--- config.mk ---
export PLATFORM = sky130hd
export DESIGN_NAME = modbus_write_frame_builder
export DESIGN_NICKNAME = d
export VERILOG_FILES = /design/src/rtl/mwfb_pkg.sv /design/src/rtl/mwfb_ctrl.sv /design/src/rtl/mwfb_dp.sv /design/src/rtl/modbus_write_frame_builder.sv
export VERILOG_INCLUDE_DIRS = /design/src /design/src/rtl
export SDC_FILE = /design/constraint.sdc
export NUM_CORES = 1
export LEC_CHECK = 0
export BUFFER_PORTS_ARGS = -buffer_cell sky130_fd_sc_hd__buf_2
export CAP_MARGIN = 20
export CORE_MARGIN = 2
export CORE_UTILIZATION = 28
export CTS_BUF_LIST = sky130_fd_sc_hd__clkbuf_4 sky130_fd_sc_hd__clkbuf_8 sky130_fd_sc_hd__clkbuf_16
export DETAILED_ROUTE_END_ITERATION = 7
export GPL_TIMING_DRIVEN = 0
export PLACE_DENSITY = 0.54
export SKIP_LAST_GASP = 1
export SLEW_MARGIN = 40
export SYNTH_ARGS = -nofsm -noshare
export SYNTH_HDL_FRONTEND = slang
export SYNTH_SLANG_ARGS = --single-unit
--- constraint.sdc ---
create_clock -name i_clk -period 14.97 [get_ports i_clk]
set_input_delay 2.994 -clock i_clk [delete_from_list [all_inputs] [get_ports i_clk]]
set_output_delay 2.994 -clock i_clk [all_outputs]
set_load 0.02 [all_outputs]
--- src/rtl/modbus_write_frame_builder_macros.svh ---
// Assertion macros used by the frame builder top level.
`ifndef MODBUS_WRITE_FRAME_BUILDER_MACROS_SVH
`define MODBUS_WRITE_FRAME_BUILDER_MACROS_SVH

// Check that a condition implies another in the same cycle.
`define MWFB_ASSERT_NOW(label, clk, rst_n, ante, cons, msg) \
    label: assert property (@(posedge clk) disable iff (!rst_n) (ante) |-> (cons)) \
        else $error(msg);

// Check that a condition implies another in the next cycle.
`define MWFB_ASSERT_NEXT(label, clk, rst_n, ante, cons, msg) \
    label: assert property (@(posedge clk) disable iff (!rst_n) (ante) |=> (cons)) \
        else $error(msg);

`endif

--- src/rtl/mwfb_pkg.sv ---
// Types, constants and the CRC step function of the Modbus write frame builder.
package mwfb_pkg;

    // Function codes and fixed fields of a write-multiple frame
    localparam logic [7:0] FC_WRITE_SINGLE  = 8'h06;
    localparam logic [7:0] FC_WRITE_MULTI   = 8'h10;
    localparam logic [7:0] MULTI_QTY_HI     = 8'h00;
    localparam logic [7:0] MULTI_QTY_LO     = 8'h02;
    localparam logic [7:0] MULTI_BYTE_COUNT = 8'h04;

    // Frame lengths in bytes, CRC included
    localparam int LEN_SINGLE = 8;
    localparam int LEN_MULTI  = 13;
    localparam int IDX_W      = 4;

    localparam logic [IDX_W-1:0] LAST_SINGLE   = IDX_W'(LEN_SINGLE - 1);
    localparam logic [IDX_W-1:0] LAST_MULTI    = IDX_W'(LEN_MULTI - 1);
    localparam logic [IDX_W-1:0] CRC_LO_SINGLE = IDX_W'(LEN_SINGLE - 2);
    localparam logic [IDX_W-1:0] CRC_LO_MULTI  = IDX_W'(LEN_MULTI - 2);

    // Byte positions of the frame body
    localparam logic [IDX_W-1:0] B_DEV    = 4'd0;
    localparam logic [IDX_W-1:0] B_FC     = 4'd1;
    localparam logic [IDX_W-1:0] B_RA_HI  = 4'd2;
    localparam logic [IDX_W-1:0] B_RA_LO  = 4'd3;
    localparam logic [IDX_W-1:0] B_S_VAHI = 4'd4;
    localparam logic [IDX_W-1:0] B_S_VALO = 4'd5;
    localparam logic [IDX_W-1:0] B_M_QHI  = 4'd4;
    localparam logic [IDX_W-1:0] B_M_QLO  = 4'd5;
    localparam logic [IDX_W-1:0] B_M_BC   = 4'd6;
    localparam logic [IDX_W-1:0] B_M_VAHI = 4'd7;
    localparam logic [IDX_W-1:0] B_M_VALO = 4'd8;
    localparam logic [IDX_W-1:0] B_M_VBHI = 4'd9;
    localparam logic [IDX_W-1:0] B_M_VBLO = 4'd10;

    // Configuration register map
    localparam int PADDR_W = 4;
    localparam logic [1:0] CFG_DEV_ADDR = 2'd0;
    localparam logic [1:0] CFG_POLY     = 2'd1;
    localparam logic [1:0] CFG_INIT     = 2'd2;

    localparam logic [7:0]  RST_DEV_ADDR = 8'h01;
    localparam logic [15:0] RST_POLY     = 16'hA001;
    localparam logic [15:0] RST_INIT     = 16'hFFFF;

    typedef struct packed {
        logic        func;
        logic [15:0] reg_addr;
        logic [15:0] value_a;
        logic [15:0] value_b;
    } t_in_item;

    typedef struct packed {
        logic [7:0] tx_byte;
        logic       last_byte;
    } t_out_item;

    typedef struct packed {
        logic [7:0]  dev_addr;
        logic [15:0] poly;
        logic [15:0] init;
    } t_cfg;

    // Controller to datapath
    typedef struct packed {
        logic             capture;
        logic             load;
        logic             first;
        logic             last;
        logic [IDX_W-1:0] idx;
    } t_ctrl_cmd;

    // Datapath to controller
    typedef struct packed {
        logic multi;
    } t_ctrl_stat;

    // Fold one byte into a reflected CRC-16, one bit per step
    function automatic logic [15:0] crc_add(input logic [15:0] crc_in,
                                            input logic [7:0]  data,
                                            input logic [15:0] poly);
        logic [15:0] c;
        c = crc_in ^ {8'h00, data};
        for (int k = 0; k < 8; k++) begin
            if (c[0]) begin
                c = (c >> 1) ^ poly;
            end else begin
                c = c >> 1;
            end
        end
        return c;
    endfunction

endpackage

--- src/rtl/mwfb_ctrl.sv ---
// Frame sequencer: accepts a command and steps the byte index through the frame.
module mwfb_ctrl (
    input  logic                  i_clk,
    input  logic                  i_rst_n,
    input  logic                  i_in_valid,
    input  logic                  i_out_stall,
    input  mwfb_pkg::t_ctrl_stat  i_stat,
    output mwfb_pkg::t_ctrl_cmd   o_cmd,
    output logic                  o_in_stall,
    output logic                  o_out_valid
);
    import mwfb_pkg::*;

    typedef enum logic [1:0] {
        ST_IDLE = 2'b01,
        ST_SEND = 2'b10
    } t_state;

    t_state           r_state, n_state;
    logic [IDX_W-1:0] r_idx, n_idx;
    logic             r_out_valid, n_out_valid;
    logic [IDX_W-1:0] w_last_idx;
    logic             w_slot_free;
    logic             w_accept;

    assign w_last_idx  = i_stat.multi ? LAST_MULTI : LAST_SINGLE;
    assign w_slot_free = !r_out_valid || !i_out_stall;
    assign o_in_stall  = (r_state != ST_IDLE);
    assign w_accept    = i_in_valid && !o_in_stall;
    assign o_out_valid = r_out_valid;

    // Issue commands to the datapath
    always_comb begin
        o_cmd.capture = w_accept;
        o_cmd.load    = (r_state == ST_SEND) && w_slot_free;
        o_cmd.idx     = r_idx;
        o_cmd.first   = (r_idx == B_DEV);
        o_cmd.last    = (r_idx == w_last_idx);
    end

    // Advance through the frame one byte per free output slot
    always_comb begin
        n_state = r_state;
        n_idx   = r_idx;
        unique case (r_state)
            ST_IDLE: begin
                if (w_accept) begin
                    n_state = ST_SEND;
                    n_idx   = B_DEV;
                end
            end
            ST_SEND: begin
                if (o_cmd.load) begin
                    if (o_cmd.last) begin
                        n_state = ST_IDLE;
                    end else begin
                        n_idx = r_idx + 1'b1;
                    end
                end
            end
            default: begin
                n_state = ST_IDLE;
            end
        endcase
    end

    // Hold the output valid until the transaction completes
    always_comb begin
        n_out_valid = r_out_valid;
        if (o_cmd.load) begin
            n_out_valid = 1'b1;
        end else if (!i_out_stall) begin
            n_out_valid = 1'b0;
        end
    end

    always_ff @(posedge i_clk) begin
        if (!i_rst_n) begin
            r_state     <= ST_IDLE;
            r_idx       <= '0;
            r_out_valid <= 1'b0;
        end else begin
            r_state     <= n_state;
            r_idx       <= n_idx;
            r_out_valid <= n_out_valid;
        end
    end

endmodule

--- src/rtl/mwfb_dp.sv ---
// Frame datapath: command capture, byte selection, running CRC and output register.
module mwfb_dp (
    input  logic                  i_clk,
    input  mwfb_pkg::t_in_item    i_in_data,
    input  mwfb_pkg::t_cfg        i_cfg,
    input  mwfb_pkg::t_ctrl_cmd   i_cmd,
    output mwfb_pkg::t_ctrl_stat  o_stat,
    output mwfb_pkg::t_out_item   o_out_data
);
    import mwfb_pkg::*;

    t_in_item         r_item;
    logic [15:0]      r_crc;
    t_out_item        r_out;
    logic [IDX_W-1:0] w_crc_lo_idx;
    logic             w_multi;
    logic             w_is_crc;
    logic [7:0]       w_body_byte;
    logic [7:0]       w_byte;
    logic [15:0]      w_crc_base;

    assign w_multi      = r_item.func;
    assign o_stat.multi = w_multi;
    assign w_crc_lo_idx = w_multi ? CRC_LO_MULTI : CRC_LO_SINGLE;
    assign w_is_crc     = (i_cmd.idx >= w_crc_lo_idx);
    assign w_crc_base   = i_cmd.first ? i_cfg.init : r_crc;

    // Select the frame body byte at the current index
    always_comb begin
        w_body_byte = 8'h00;
        case (i_cmd.idx)
            B_DEV:   w_body_byte = i_cfg.dev_addr;
            B_FC:    w_body_byte = w_multi ? FC_WRITE_MULTI : FC_WRITE_SINGLE;
            B_RA_HI: w_body_byte = r_item.reg_addr[15:8];
            B_RA_LO: w_body_byte = r_item.reg_addr[7:0];
            default: begin
                if (w_multi) begin
                    case (i_cmd.idx)
                        B_M_QHI:  w_body_byte = MULTI_QTY_HI;
                        B_M_QLO:  w_body_byte = MULTI_QTY_LO;
                        B_M_BC:   w_body_byte = MULTI_BYTE_COUNT;
                        B_M_VAHI: w_body_byte = r_item.value_a[15:8];
                        B_M_VALO: w_body_byte = r_item.value_a[7:0];
                        B_M_VBHI: w_body_byte = r_item.value_b[15:8];
                        B_M_VBLO: w_body_byte = r_item.value_b[7:0];
                        default:  w_body_byte = 8'h00;
                    endcase
                end else begin
                    case (i_cmd.idx)
                        B_S_VAHI: w_body_byte = r_item.value_a[15:8];
                        B_S_VALO: w_body_byte = r_item.value_a[7:0];
                        default:  w_body_byte = 8'h00;
                    endcase
                end
            end
        endcase
    end

    // Append the CRC low byte first
    always_comb begin
        if (!w_is_crc) begin
            w_byte = w_body_byte;
        end else if (i_cmd.idx == w_crc_lo_idx) begin
            w_byte = r_crc[7:0];
        end else begin
            w_byte = r_crc[15:8];
        end
    end

    // Capture the command, fold body bytes into the CRC, load the output slot
    always_ff @(posedge i_clk) begin
        if (i_cmd.capture) begin
            r_item <= i_in_data;
        end
        if (i_cmd.load && !w_is_crc) begin
            r_crc <= crc_add(w_crc_base, w_byte, i_cfg.poly);
        end
        if (i_cmd.load) begin
            r_out.tx_byte   <= w_byte;
            r_out.last_byte <= i_cmd.last;
        end
    end

    assign o_out_data = r_out;

endmodule

--- src/rtl/modbus_write_frame_builder.sv ---
// Modbus RTU write-request frame builder: takes one write command per transaction
// and emits the request frame one byte per output transaction. A single-register
// write gives 8 bytes, a two-register write 13 bytes, the CRC-16 last, low byte
// first. The byte sequencer emits one byte per cycle while the output is not stalled
// and folds each body byte, but not the CRC bytes, into the CRC in that cycle.
// A new command is accepted once the final CRC byte sits in the output register.
// Device address, polynomial and CRC start value are set through the APB port
// (byte addresses 0, 4, 8) and must only be changed while no frame is in flight.
module modbus_write_frame_builder (
    input  logic                        i_clk,
    input  logic                        i_rst_n,
    // command channel
    input  logic                        i_in_valid,
    output logic                        o_in_stall,
    input  mwfb_pkg::t_in_item          i_in_data,
    // frame byte channel
    output logic                        o_out_valid,
    input  logic                        i_out_stall,
    output mwfb_pkg::t_out_item         o_out_data,
    // configuration port
    input  logic                        psel,
    input  logic                        penable,
    input  logic                        pwrite,
    input  logic [mwfb_pkg::PADDR_W-1:0] paddr,
    input  logic [31:0]                 pwdata,
    output logic [31:0]                 prdata,
    output logic                        pready
);
    import mwfb_pkg::*;

    `include "modbus_write_frame_builder_macros.svh"

    t_cfg        r_cfg;
    t_ctrl_cmd   w_cmd;
    t_ctrl_stat  w_stat;
    logic [1:0]  w_reg_idx;
    logic        w_wr;
    logic        w_in_acc;
    logic        w_last_load;
    logic        w_last_out;

    assign pready    = 1'b1;
    assign w_reg_idx = paddr[3:2];
    assign w_wr      = psel && penable && pwrite && pready;

    // Write configuration registers
    always_ff @(posedge i_clk) begin
        if (!i_rst_n) begin
            r_cfg.dev_addr <= RST_DEV_ADDR;
            r_cfg.poly     <= RST_POLY;
            r_cfg.init     <= RST_INIT;
        end else if (w_wr) begin
            unique case (w_reg_idx)
                CFG_DEV_ADDR: r_cfg.dev_addr <= pwdata[7:0];
                CFG_POLY:     r_cfg.poly     <= pwdata[15:0];
                CFG_INIT:     r_cfg.init     <= pwdata[15:0];
                default:      ;
            endcase
        end
    end

    // Read back configuration registers
    always_comb begin
        unique case (w_reg_idx)
            CFG_DEV_ADDR: prdata = {24'h000000, r_cfg.dev_addr};
            CFG_POLY:     prdata = {16'h0000, r_cfg.poly};
            CFG_INIT:     prdata = {16'h0000, r_cfg.init};
            default:      prdata = 32'h0000_0000;
        endcase
    end

    mwfb_ctrl u_ctrl (
        .i_clk       (i_clk),
        .i_rst_n     (i_rst_n),
        .i_in_valid  (i_in_valid),
        .i_out_stall (i_out_stall),
        .i_stat      (w_stat),
        .o_cmd       (w_cmd),
        .o_in_stall  (o_in_stall),
        .o_out_valid (o_out_valid)
    );

    mwfb_dp u_dp (
        .i_clk      (i_clk),
        .i_in_data  (i_in_data),
        .i_cfg      (r_cfg),
        .i_cmd      (w_cmd),
        .o_stat     (w_stat),
        .o_out_data (o_out_data)
    );

    assign w_in_acc    = i_in_valid && !o_in_stall;
    assign w_last_load = w_cmd.load && w_cmd.last;
    assign w_last_out  = o_out_valid && o_out_data.last_byte;

    // A frame in flight blocks new commands
    `MWFB_ASSERT_NEXT(a_busy_after_accept, i_clk, i_rst_n, w_in_acc, o_in_stall, "busy missing")
    // Staging the final CRC byte frees the sequencer
    `MWFB_ASSERT_NEXT(a_free_on_last, i_clk, i_rst_n, w_last_load, !o_in_stall, "still busy")
    // The sequencer frees up only by staging the final byte
    `MWFB_ASSERT_NOW(a_free_by_last, i_clk, i_rst_n, $fell(o_in_stall), w_last_out, "early free")

endmodule
==> impl_metrics.yaml, run 1 <==
routing:
  drtIter0Drc: 787
  routed_wl_mm: 28.0
  drc: 0
  dr.pass1.iters: 6
  post_drt_wl_per_cell_um: 18.6
  drtAntennaViolNets: 0
  avgViaCountPerCell: 5.24
  num_vias: 7890
sta:
  final.min_clock_period_ns: 7.59
  max_freq_ghz: 0.132
  fin_ws_ns: 7.38
  maxSlewHeadroom: 0.426
  rsz0062_at_grt: "no"
  post-route-period-util: 0.507
  tns_ns: 0
  drv_slew: 0
  final_hold_viol_count: 0
  setup_violations: 0
  fin_skew_ns: 0.0175
  tightest_slew_ns: 0.853
synthesis:
  seq_area_frac_synth: 0.373
  netlist_area_um2: 8490
  synth-edff-count: 74
  synth-seq-cells: 121
  syn_area_per_cell_um2: 8.78
  async_flop_share: 0
  ys_warn_count: 0
  syn-instance-count: 967
  ys_types: 84
  synth_flop_cell: "edfxtp_1"
global_route:
  busiest_layer: "met2"
  antenna_found_initial: 0
  grt_usage: 0.178
  use_met2: 0.280
  grt_pass1_vias: 7382
  use_met1: 0.250
  grt-ovfl-total: 0
  grt_pass1_wl_mm: 42.9
  grt_max_degree: 47
  grtUsageMet3: 0.0269
layout:
  regArea_um2: 3160
  multi_input_area_um2: 4880
  final_cells: 1505
  antenna_cells: 0
  layout-drive-gt1-share: 0.179
  fillers: 3091
  nNetsFinal: 1201
  areaGrowthSynthToFinish_pct: 20.3
worst_setup_path:
  start_kind: "input port"
  cp_max_fo: 10
  path_cells: "buf_2 -> nor2b_1 -> clkbuf_1 -> clkbuf_1 -> nand2_1 -> o21ai_0 -> buf_2"
  cp.buffers_inverters: 4
  crit_arrival_ns: 4.60
  cp-end-kind: "primary output"
  cp_top_family: "buffers and inverters"
  cpMaxStageDelayCell: "clkbuf_1"
  timing.rr.start: "u_dp.o_stat$_DFFE_PP_"
  r2r_cells: 20
  criticalPathCategory: "in2out"
  critPathMaxStageDelay_ns: 0.57
  rrSetupSlack_ns: 8.14
  rr_endpoint: "u_dp.r_crc[8]$_DFFE_PP_"
  required_ns: 11.98
power:
  max-vdd-ir-drop_uv: 82.9
  pwr-share-clk: 0.409
  p_per_area_nw_per_um2: 103
  power_frac_comb: 0.228
  p_switching_mw: 0.300
  p_leak_nw: 3.95
  internal_power_mw: 0.750
  switching_share: 0.286
  pwr-share-seq: 0.364
clocking:
  cts_setup_buffers: 0
  clock_latency_ns: 0.42
  cts_sinks: 121
  cts_htree_levels: 4
  clkTransAtPathRegs_ns: 0.05
  cts_resized: 0
  cts_buffer_depth: 2
  root_buffer: "clkbuf_16"
  postCtsHoldBufs: 0
  cts_inserted_buffers: 17
  cts_tree: "built"
hold_path:
  worstHoldStart: "r_cfg[3]$_SDFFE_PN1P_"
  hp-class: "reg2reg"
  holdPathEnd: "r_cfg[3]$_SDFFE_PN1P_"
  holdPathStages: 2
place:
  io_buffers: 99
  dp_slack_ns: 7.43
  hpwl_mm: 21.5
  gp_congestion: 0.864
  dpl.cell_count: 1473
die:
  floorplan.initialDensity: 0.286
  io_pins: 136
  die_w_um: 178
  die_area_um2: 31700
  num_rows: 63
  coreArea_um2: 29700
  die_h_um: 178
job:
  cap_violations: 0
outcome:
  status: "completed"
## tightest hold or removal path, delay by kind of cell (launching register included)
kind / cells / cell delay (ns)
and+or+nand+nor: 2 / 0.12
DFF: 1 / 0.32
## power by group through the flow
stage	clock network (mW)	logic [mW]	registers [mW]
3_3_place_gp	0	0.233	0.389
5_1_grt	0.448	0.259	0.383
6_report	0.429	0.239	0.382
4_1_cts	0.433	0.237	0.381
2_1_floorplan	0	0.169	0.386
3_5_place_dp	0	0.236	0.388
## how the worst max path moves through the flow
stage	start	to	slack [ns]	cells after the start
after global placement	paddr[3]	prdata[1]	7.42	7
after floorplan	paddr[2]	prdata[0]	7.97	3
after global routing	paddr[3]	prdata[2]	7.23	7
after detailed placement	paddr[3]	prdata[2]	7.43	7
after CTS	paddr[3]	prdata[2]	7.43	7
final	paddr[3]	prdata[1]	7.38	7
## flip-flops by register name, indices dropped and copies added (netlist names)
register / flops
u_ctrl.r_state: 2
u_dp.r_crc: 16
u_dp.r_item: 48
u_dp.o_stat: 1
r_cfg: 40
u_dp.o_out_data: 9
u_ctrl.r_idx: 4
u_ctrl.o_out_valid: 1
## cells in the final DEF, fill, tap and decap left out, types with 12 or more instances in the layout
cell       instances
inv_1             17
dfxtp_1           47
nor2_1            46
clkbuf_1          51
nand2_1          181
a211oi_1          12
a21boi_0          14
nand2b_1          14
buf_2            115
edfxtp_1          74
a22oi_1           12
a21oi_1           33
xnor2_1           90
clkbuf_16         18
buf_4             17
mux2i_1           32
conb_1            17
o211ai_1          18
nand3_1           37
o21ai_0           33
## metal layers
metal / wire length (um) / vias up
li1: - / 3726
met1: 12900 / 3797
met2: 12700 / 334
met3: 1910 / 33
met4: 460 / 0
met5: 0 / -
## cells in the mapped netlist, types with 12 or more instances
master | n | area share
buf_4 | 17 | 0.015
a21oi_1 | 33 | 0.019
mux2i_1 | 32 | 0.038
edfxtp_1 | 74 | 0.26
buf_2 | 15 | 0.0088
a22oi_1 | 12 | 0.011
nor2_1 | 47 | 0.021
nand2_1 | 181 | 0.080
a21boi_0 | 14 | 0.012
dfxtp_1 | 47 | 0.11
xnor2_1 | 90 | 0.093
clkbuf_1 | 51 | 0.023
o21ai_0 | 33 | 0.019
o211ai_1 | 18 | 0.016
a211oi_1 | 12 | 0.011
nand2b_1 | 14 | 0.010
nand3_1 | 37 | 0.022
inv_1 | 18 | 0.0080
## through the flow
stage / total power [mW] / hold WS (ns) / cell area, um^2 / utilization
floorplan: 0.555 / 0.455 / 8540 / -
global placement: 0.621 / 0.486 / 9530 / 0.321
detailed placement: 0.624 / 0.482 / 9570 / 0.322
CTS: 1.05 / 0.492 / 10200 / 0.343
global route: 1.09 / 0.524 / 10200 / 0.343
finish: 1.05 / 0.491 / 10200 / 0.343
## final cells by class
class | instances | area share
multi-input cells | 749 | 0.478
repair buffers | 101 | 0.0517
well taps | 390 | 0.0478
inverters | 21 | 0.00797
plain buffers | 91 | 0.0432
clock buffers | 27 | 0.0532
flip-flops and latches | 121 | 0.310
clock inverters | 5 | 0.00809
## cell families (layout without fill, tap and decap cells)
logic type,after synthesis,count (layout),share of synthesized area
other cells,2,17,0.000885
fa+ha+maj,7,7,0.0103
buf+inv,112,245,0.0610
flops,121,121,0.373
simple gates,344,344,0.184
mux,36,36,0.0433
xor+xnor,103,103,0.118
compound gates,242,242,0.209
Power figures use the tool's default switching activity.
==> run 2: changes to the inputs <==
--- a/config.mk
+++ b/config.mk
@@ -13,7 +13,7 @@
 export CTS_BUF_LIST = sky130_fd_sc_hd__clkbuf_4 sky130_fd_sc_hd__clkbuf_8 sky130_fd_sc_hd__clkbuf_16
 export DETAILED_ROUTE_END_ITERATION = 7
 export GPL_TIMING_DRIVEN = 0
-export PLACE_DENSITY = 0.54
+export PLACE_DENSITY = 0.56
 export SKIP_LAST_GASP = 1
 export SLEW_MARGIN = 40
 export SYNTH_ARGS = -nofsm -noshare
==> constraint.sdc (replaced) <==
create_clock -name i_clk -period 6.3 [get_ports i_clk]
set_input_delay 1.26 -clock i_clk [delete_from_list [all_inputs] [get_ports i_clk]]
set_output_delay 1.26 -clock i_clk [all_outputs]
set_load 0.02 [all_outputs]
==> run 2 against run 1 <==
Net effect: sequential power rose by 140%; via count rose by 2.0%; die area did not move; critical endpoint is now u_dp.r_crc[9]$_DFFE_PP_; largest cell class unchanged; largest power group unchanged.
==> impl_metrics.yaml, run 2 (same netlist as run 1, synthesis figures left out) <==
sta:
  final_hold_viol_count: 0
  fin_ws_ns: 0.171
  tightest_slew_ns: 0.848
  setup_violations: 0
  maxSlewHeadroom: 0.435
  drv_slew: 0
  fin_skew_ns: 0.0109
  final.min_clock_period_ns: 6.13
  max_freq_ghz: 0.163
  tns_ns: 0
  post-route-period-util: 0.973
layout:
  fin_area_um2: 10600
  regMostFlops: "u_dp.r_item"
  largest_reg_flops: 48
  layout-drive-gt1-share: 0.227
  final_common_cell: "nand2_1"
  areaGrowthSynthToFinish_pct: 25.2
  final_cells: 1534
  most-common-layout-cells: "179 x nand2_1, 109 x buf_2, 90 x xnor2_1, 74 x edfxtp_1"
  nNetsFinal: 1229
  largest_registers: "u_dp.r_item (48), r_cfg (40), u_dp.r_crc (16)"
power:
  internal_power_mw: 1.67
  p_switching_mw: 0.800
  switching_share: 0.324
  pwr-share-seq: 0.367
  power_frac_comb: 0.252
  p_leak_nw: 4.12
  max-vdd-ir-drop_uv: 197
  p_per_area_nw_per_um2: 232
  power.total_mw: 2.47
  pwr-share-clk: 0.382
global_route:
  grt-ovfl-total: 0
  grt_pass1_vias: 7603
  grt_pass1_wl_mm: 43.5
  grt_max_degree: 47
  antenna_found_initial: 1
  grt_usage: 0.179
worst_setup_path:
  required_ns: 6.47
  r2r_cells: 22
  crit_arrival_ns: 6.30
  start_kind: "register"
  timing.rr.start: "u_dp.o_stat$_DFFE_PP_"
  rr_endpoint: "u_dp.r_crc[9]$_DFFE_PP_"
  cp_max_fo: 8
  cp-end-kind: "register"
  rrSetupSlack_ns: 0.17
  criticalPathCategory: "reg2reg"
clocking:
  root_buffer: "clkbuf_16"
  cts_buffer_depth: 2
  cts_sinks: 121
  cts_inserted_buffers: 17
  cts_htree_levels: 4
  clock_latency_ns: 0.42
  clkTransAtPathRegs_ns: 0.07
  cts_tree: "built"
place:
  hpwl_mm: 21.3
  gp_congestion: 0.860
  postPlaceCellArea_um2: 9570
  dpl.cell_count: 1473
  io_buffers: 99
  dp_slack_ns: -0.495
routing:
  post_drt_wl_per_cell_um: 18.6
  drc: 0
  routed_wl_mm: 28.5
  drtIter0Drc: 735
  avgViaCountPerCell: 5.25
  num_vias: 8048
  dr.pass1.iters: 5
  drtAntennaViolNets: 0
die:
  floorplan.initialDensity: 0.286
  die_h_um: 178
  io_pins: 136
  num_rows: 63
  die_w_um: 178
  die_area_um2: 31700
  coreArea_um2: 29700
hold_path:
  holdPathEnd: "r_cfg[4]$_SDFFE_PN1P_"
  hp-class: "reg2reg"
  worstHoldStart: "r_cfg[4]$_SDFFE_PN1P_"
  holdPathStages: 2
outcome:
  status: "completed"
job:
  cap_violations: 0
==> run 2: cell count changes in the layout (fill, tap and decap cells not counted), sizes merged <==
cell,previous run,this run
buf,140,165
bufinv,2,0
clkbuf,79,72
clkinv,4,5
clkinvlp,1,2
diode,0,1
inv,19,29
==> run 2: metal layers <==
metal / track usage / up-vias / wire (um)
met5: 0 / - / 0
met4: 0.0444 / 0 / 586
met3: 0.0273 / 48 / 1800
met2: 0.282 / 338 / 13100
met1: 0.255 / 3874 / 13000
li1: - / 3788 / -
==> run 2: repair_timing <==
| action | 4_1_cts | 5_1_grt |
|---|---|---|
| pin swaps | 2 | 14 |
| endpoints found under the setup margin | 16 | 16 |
| resized for setup | 13 | 42 |
| setup buffers | 9 | 19 |
| hold buffers | 0 | 0 |
==> run 2: area by class of cell <==
cell class	count	area [um^2]
Timing Repair Buffer	129	768
Sequential cell	121	3160
Clock inverter	15	146
Fill cell	3046	19100
Clock buffer	17	425
Inverter	21	81.3
Tap cell	390	488
Multi-Input combinational cell	749	5080
Antenna cell	1	2.50
Buffer	91	465
==> run 2: worst max-delay path, cell delays in order (launching register included) <==
cell and delay (ns):
edfxtp_1 0.48, inv_1 0.13, ha_1 0.37, a21oi_1 0.26, and2_2 0.31, a211oi_4 0.11, a211o_1 0.37, and2_1 0.15
buf_2 0.17, nor3_4 0.23, or3_1 0.15, clkbuf_4 0.22, nand2_4 0.13, a2111o_1 0.47, a211o_2 0.35, and3_1 0.18
or4_1 0.52, buf_6 0.17, xor2_4 0.20, buf_4 0.20, o31a_1 0.28, a31oi_1 0.28, xnor2_1 0.13
==> run 2: worst max path at each step <==
stage                                            start                  endpoint  slack [ns]  depth (start not counted)
after global routing             u_dp.o_stat$_DFFE_PP_  u_dp.r_crc[12]$_DFFE_PP_       -0.07                         26
after detailed placement         u_dp.o_stat$_DFFE_PP_   u_dp.r_crc[7]$_DFFE_PP_       -0.49                         21
after floorplan           u_ctrl.r_idx[1]$_SDFFE_PN0P_  u_dp.r_crc[12]$_DFFE_PP_        0.82                         22
final                            u_dp.o_stat$_DFFE_PP_   u_dp.r_crc[9]$_DFFE_PP_        0.17                         22
after global placement           u_dp.o_stat$_DFFE_PP_   u_dp.r_crc[0]$_DFFE_PP_       -0.65                         18
after CTS                 u_ctrl.r_idx[1]$_SDFFE_PN0P_   u_dp.r_crc[7]$_DFFE_PP_      -0.009                         24
==> run 2: through the flow <==
step	hold WS [ns]	util
floorplan	0.455	-
global placement	0.496	0.321
detailed placement	0.495	0.322
CTS	0.516	0.345
global route	0.524	0.357
finish	0.507	0.357
==> run 2: power by group through the flow <==
stage / Sequential, mW / Clock, mW / Combinational [mW]
floorplan: 0.917 / 0 / 0.401
global placement: 0.923 / 0 / 0.551
detailed placement: 0.922 / 0 / 0.559
CTS: 0.905 / 0.950 / 0.582
global route: 0.908 / 0.991 / 0.664
finish: 0.905 / 0.942 / 0.621
==> run 3: changes to the inputs <==
==> constraint.sdc (replaced) <==
create_clock -name i_clk -period 5.2 [get_ports i_clk]
set_input_delay 1.04 -clock i_clk [delete_from_list [all_inputs] [get_ports i_clk]]
set_output_delay 1.04 -clock i_clk [all_outputs]
set_load 0.02 [all_outputs]
==> run 3 against run 2 <==
Net effect: the run now ends with negative setup slack left; via count increased by 2.1%; sequential power rose by 22%; register-to-register slack worse by 0.55 ns; worst setup slack got worse by 0.55 ns; fmax increased by 9.9%; clock skew decreased by 0.0015 ns; final area rose by 7.2%; cell count grew 0.98%; wire length grew 4.2%; total power up 31%; largest power group unchanged.
==> impl_metrics.yaml, run 3 (same netlist as run 1, synthesis figures left out) <==
die:
  die_w_um: 178
  floorplan.initialDensity: 0.286
  io_pins: 136
  die_h_um: 178
  die_area_um2: 31700
  num_rows: 63
  coreArea_um2: 29700
worst_setup_path:
  path_cells: "buf_6 -> ha_4 -> nand4b_1 -> and2_4 -> a211oi_4 -> buf_6 -> o221ai_4 -> nand2_4 -> buf_6 -> a211oi_4 -> buf_4 -> o31ai_4 -> a21oi_2 -> a2111o_1 -> a211o_4 -> and3_4 -> or4_4 -> xor2_4 -> buf_6 -> o32a_1 -> a31oi_1 -> xnor2_1"
  required_ns: 5.35
  cp_max_fo: 5
  crit_top_cell: "buf_6"
  cp-end-kind: "register"
  critPathMaxStageDelay_ns: 0.57
  crit_arrival_ns: 5.73
  cpMaxStageDelayCell: "or4_4"
  timing.rr.start: "u_dp.o_stat$_DFFE_PP_"
  criticalPathCategory: "reg2reg"
  start_kind: "register"
  rrSetupSlack_ns: -0.38
  r2r_cells: 22
  rr_endpoint: "u_dp.r_crc[12]$_DFFE_PP_"
layout:
  areaGrowthSynthToFinish_pct: 34.1
  fillers: 2933
  most-common-layout-cells: "179 x nand2_1, 105 x buf_2, 86 x xnor2_1, 74 x edfxtp_1, 54 x buf_4"
  largest_registers: "u_dp.r_item (48), r_cfg (40), u_dp.r_crc (16)"
  regMostFlops: "u_dp.r_item"
  largest_reg_flops: 48
  antenna_cells: 0
  final_common_cell: "nand2_1"
  layout-drive-gt1-share: 0.283
  nNetsFinal: 1245
sta:
  final_hold_viol_count: 0
  fin_ws_ns: -0.376
  rsz0062_at_grt: "yes"
  tightest_slew_ns: 0.871
  setup_violations: 16
  tns_ns: -5.02
  maxSlewHeadroom: 0.420
  drv_slew: 0
  post-route-period-util: 1.07
  fin_skew_ns: 0.00938
  max_freq_ghz: 0.179
  final.min_clock_period_ns: 5.58
power:
  power.total_mw: 3.23
  pwr-share-clk: 0.397
  pwr-share-seq: 0.340
  internal_power_mw: 2.25
  max-vdd-ir-drop_uv: 264
  power_frac_comb: 0.263
  p_per_area_nw_per_um2: 284
  p_leak_nw: 4.35
  switching_share: 0.301
  p_switching_mw: 0.972
hold_path:
  hp-class: "reg2reg"
  holdPathStages: 2
  worstHoldStart: "r_cfg[6]$_SDFFE_PN1P_"
  holdPathEnd: "r_cfg[6]$_SDFFE_PN1P_"
global_route:
  antenna_found_initial: 1
  grt_usage: 0.186
  use_met1: 0.257
  grtUsageMet3: 0.0343
  busiest_layer: "met2"
  use_met2: 0.295
  grt_pass1_wl_mm: 45.2
  grt_max_degree: 46
  grt-ovfl-total: 0
  grt_pass1_vias: 7876
routing:
  routed_wl_mm: 29.7
  drtIter0Drc: 775
  drc: 0
  num_vias: 8215
  dr.pass1.iters: 8
  post_drt_wl_per_cell_um: 19.1
  avgViaCountPerCell: 5.30
  drtAntennaViolNets: 0
clocking:
  clock_latency_ns: 0.42
  cts_inserted_buffers: 17
  clkTransAtPathRegs_ns: 0.06
  cts_buffer_depth: 2
  cts_htree_levels: 4
  root_buffer: "clkbuf_16"
  cts_sinks: 121
  cts_tree: "built"
place:
  io_buffers: 99
  hpwl_mm: 21.7
  gp_congestion: 0.867
job:
  cap_violations: 0
outcome:
  violations: "negative setup slack"
  status: "finished with violations"
==> run 3: metrics by stage <==
step	setup slack, ns	instance area, um^2	hold WS [ns]	utilization	cells
2_1_floorplan	-0.0972	8760	0.455	-	982
3_3_place_gp	-1.42	9750	0.487	0.328	1471
3_5_place_dp	-1.17	9780	0.499	0.329	1473
4_1_cts	-0.483	11000	0.506	0.371	1535
5_1_grt	-0.534	11400	0.533	0.383	1549
6_report	-0.376	11400	0.499	0.383	1549
==> run 3: power groups by stage <==
| stage | clock (mW) | sequential, mW | combinational [mW] |
|---|---|---|---|
| final | 1.28 | 1.10 | 0.850 |
| after global placement | 0 | 1.12 | 0.683 |
| after detailed placement | 0 | 1.12 | 0.694 |
| after global routing | 1.33 | 1.10 | 0.908 |
| after CTS | 1.29 | 1.10 | 0.799 |
| after floorplan | 0 | 1.11 | 0.500 |
==> run 3: worst max-delay path, delay by kind of cell (launching register included) <==
kind | cells | cell delay (ns)
AOI/OAI and AO/OA | 9 | 2.13
xor gates and xnor gates | 2 | 0.36
adders and majority gates | 1 | 0.28
buffers and inverters | 5 | 0.77
DFF | 1 | 0.50
and+or+nand+nor | 5 | 1.27
==> run 3: layout make-up <==
type / count / area (um^2) / share of cell area
clock buffer: 25 / 597 / 0.0524
inverter: 21 / 83.8 / 0.00736
tap: 390 / 488 / 0.0429
buffer: 86 / 497 / 0.0436
timing repair buffer: 150 / 965 / 0.0847
sequential: 121 / 3170 / 0.278
clock inverter: 7 / 58.8 / 0.00517
multi-input combinational: 749 / 5530 / 0.485
==> run 3: how the worst max path moves through the flow <==
| stage | slack (ns) | startpoint | to |
|---|---|---|---|
| floorplan | -0.1 | u_ctrl.r_idx[1]$_SDFFE_PN0P_ | u_dp.r_crc[12]$_DFFE_PP_ |
| global placement | -1.42 | u_dp.o_stat$_DFFE_PP_ | u_dp.r_crc[0]$_DFFE_PP_ |
| global route | -0.53 | u_ctrl.r_idx[1]$_SDFFE_PN0P_ | u_dp.r_crc[7]$_DFFE_PP_ |
| CTS | -0.48 | u_dp.o_stat$_DFFE_PP_ | u_dp.r_crc[12]$_DFFE_PP_ |
| finish | -0.38 | u_dp.o_stat$_DFFE_PP_ | u_dp.r_crc[12]$_DFFE_PP_ |
| detailed placement | -1.17 | u_dp.o_stat$_DFFE_PP_ | u_dp.r_crc[4]$_DFFE_PP_ |
==> run 3: per-layer routing <==
layer / routed length, um / vias up
li1: - / 3820
met5: 0 / -
met2: 13500 / 355
met3: 1990 / 57
met4: 773 / 0
met1: 13400 / 3983
==> run 3: repair_timing <==
item / in CTS / in global routing
cloned: 0 / 2
pin swaps: 47 / 54
setup endpoints to repair: 16 / 16
setup buffers: 31 / 16
resized for setup: 63 / 58
hold buffers: 0 / 0
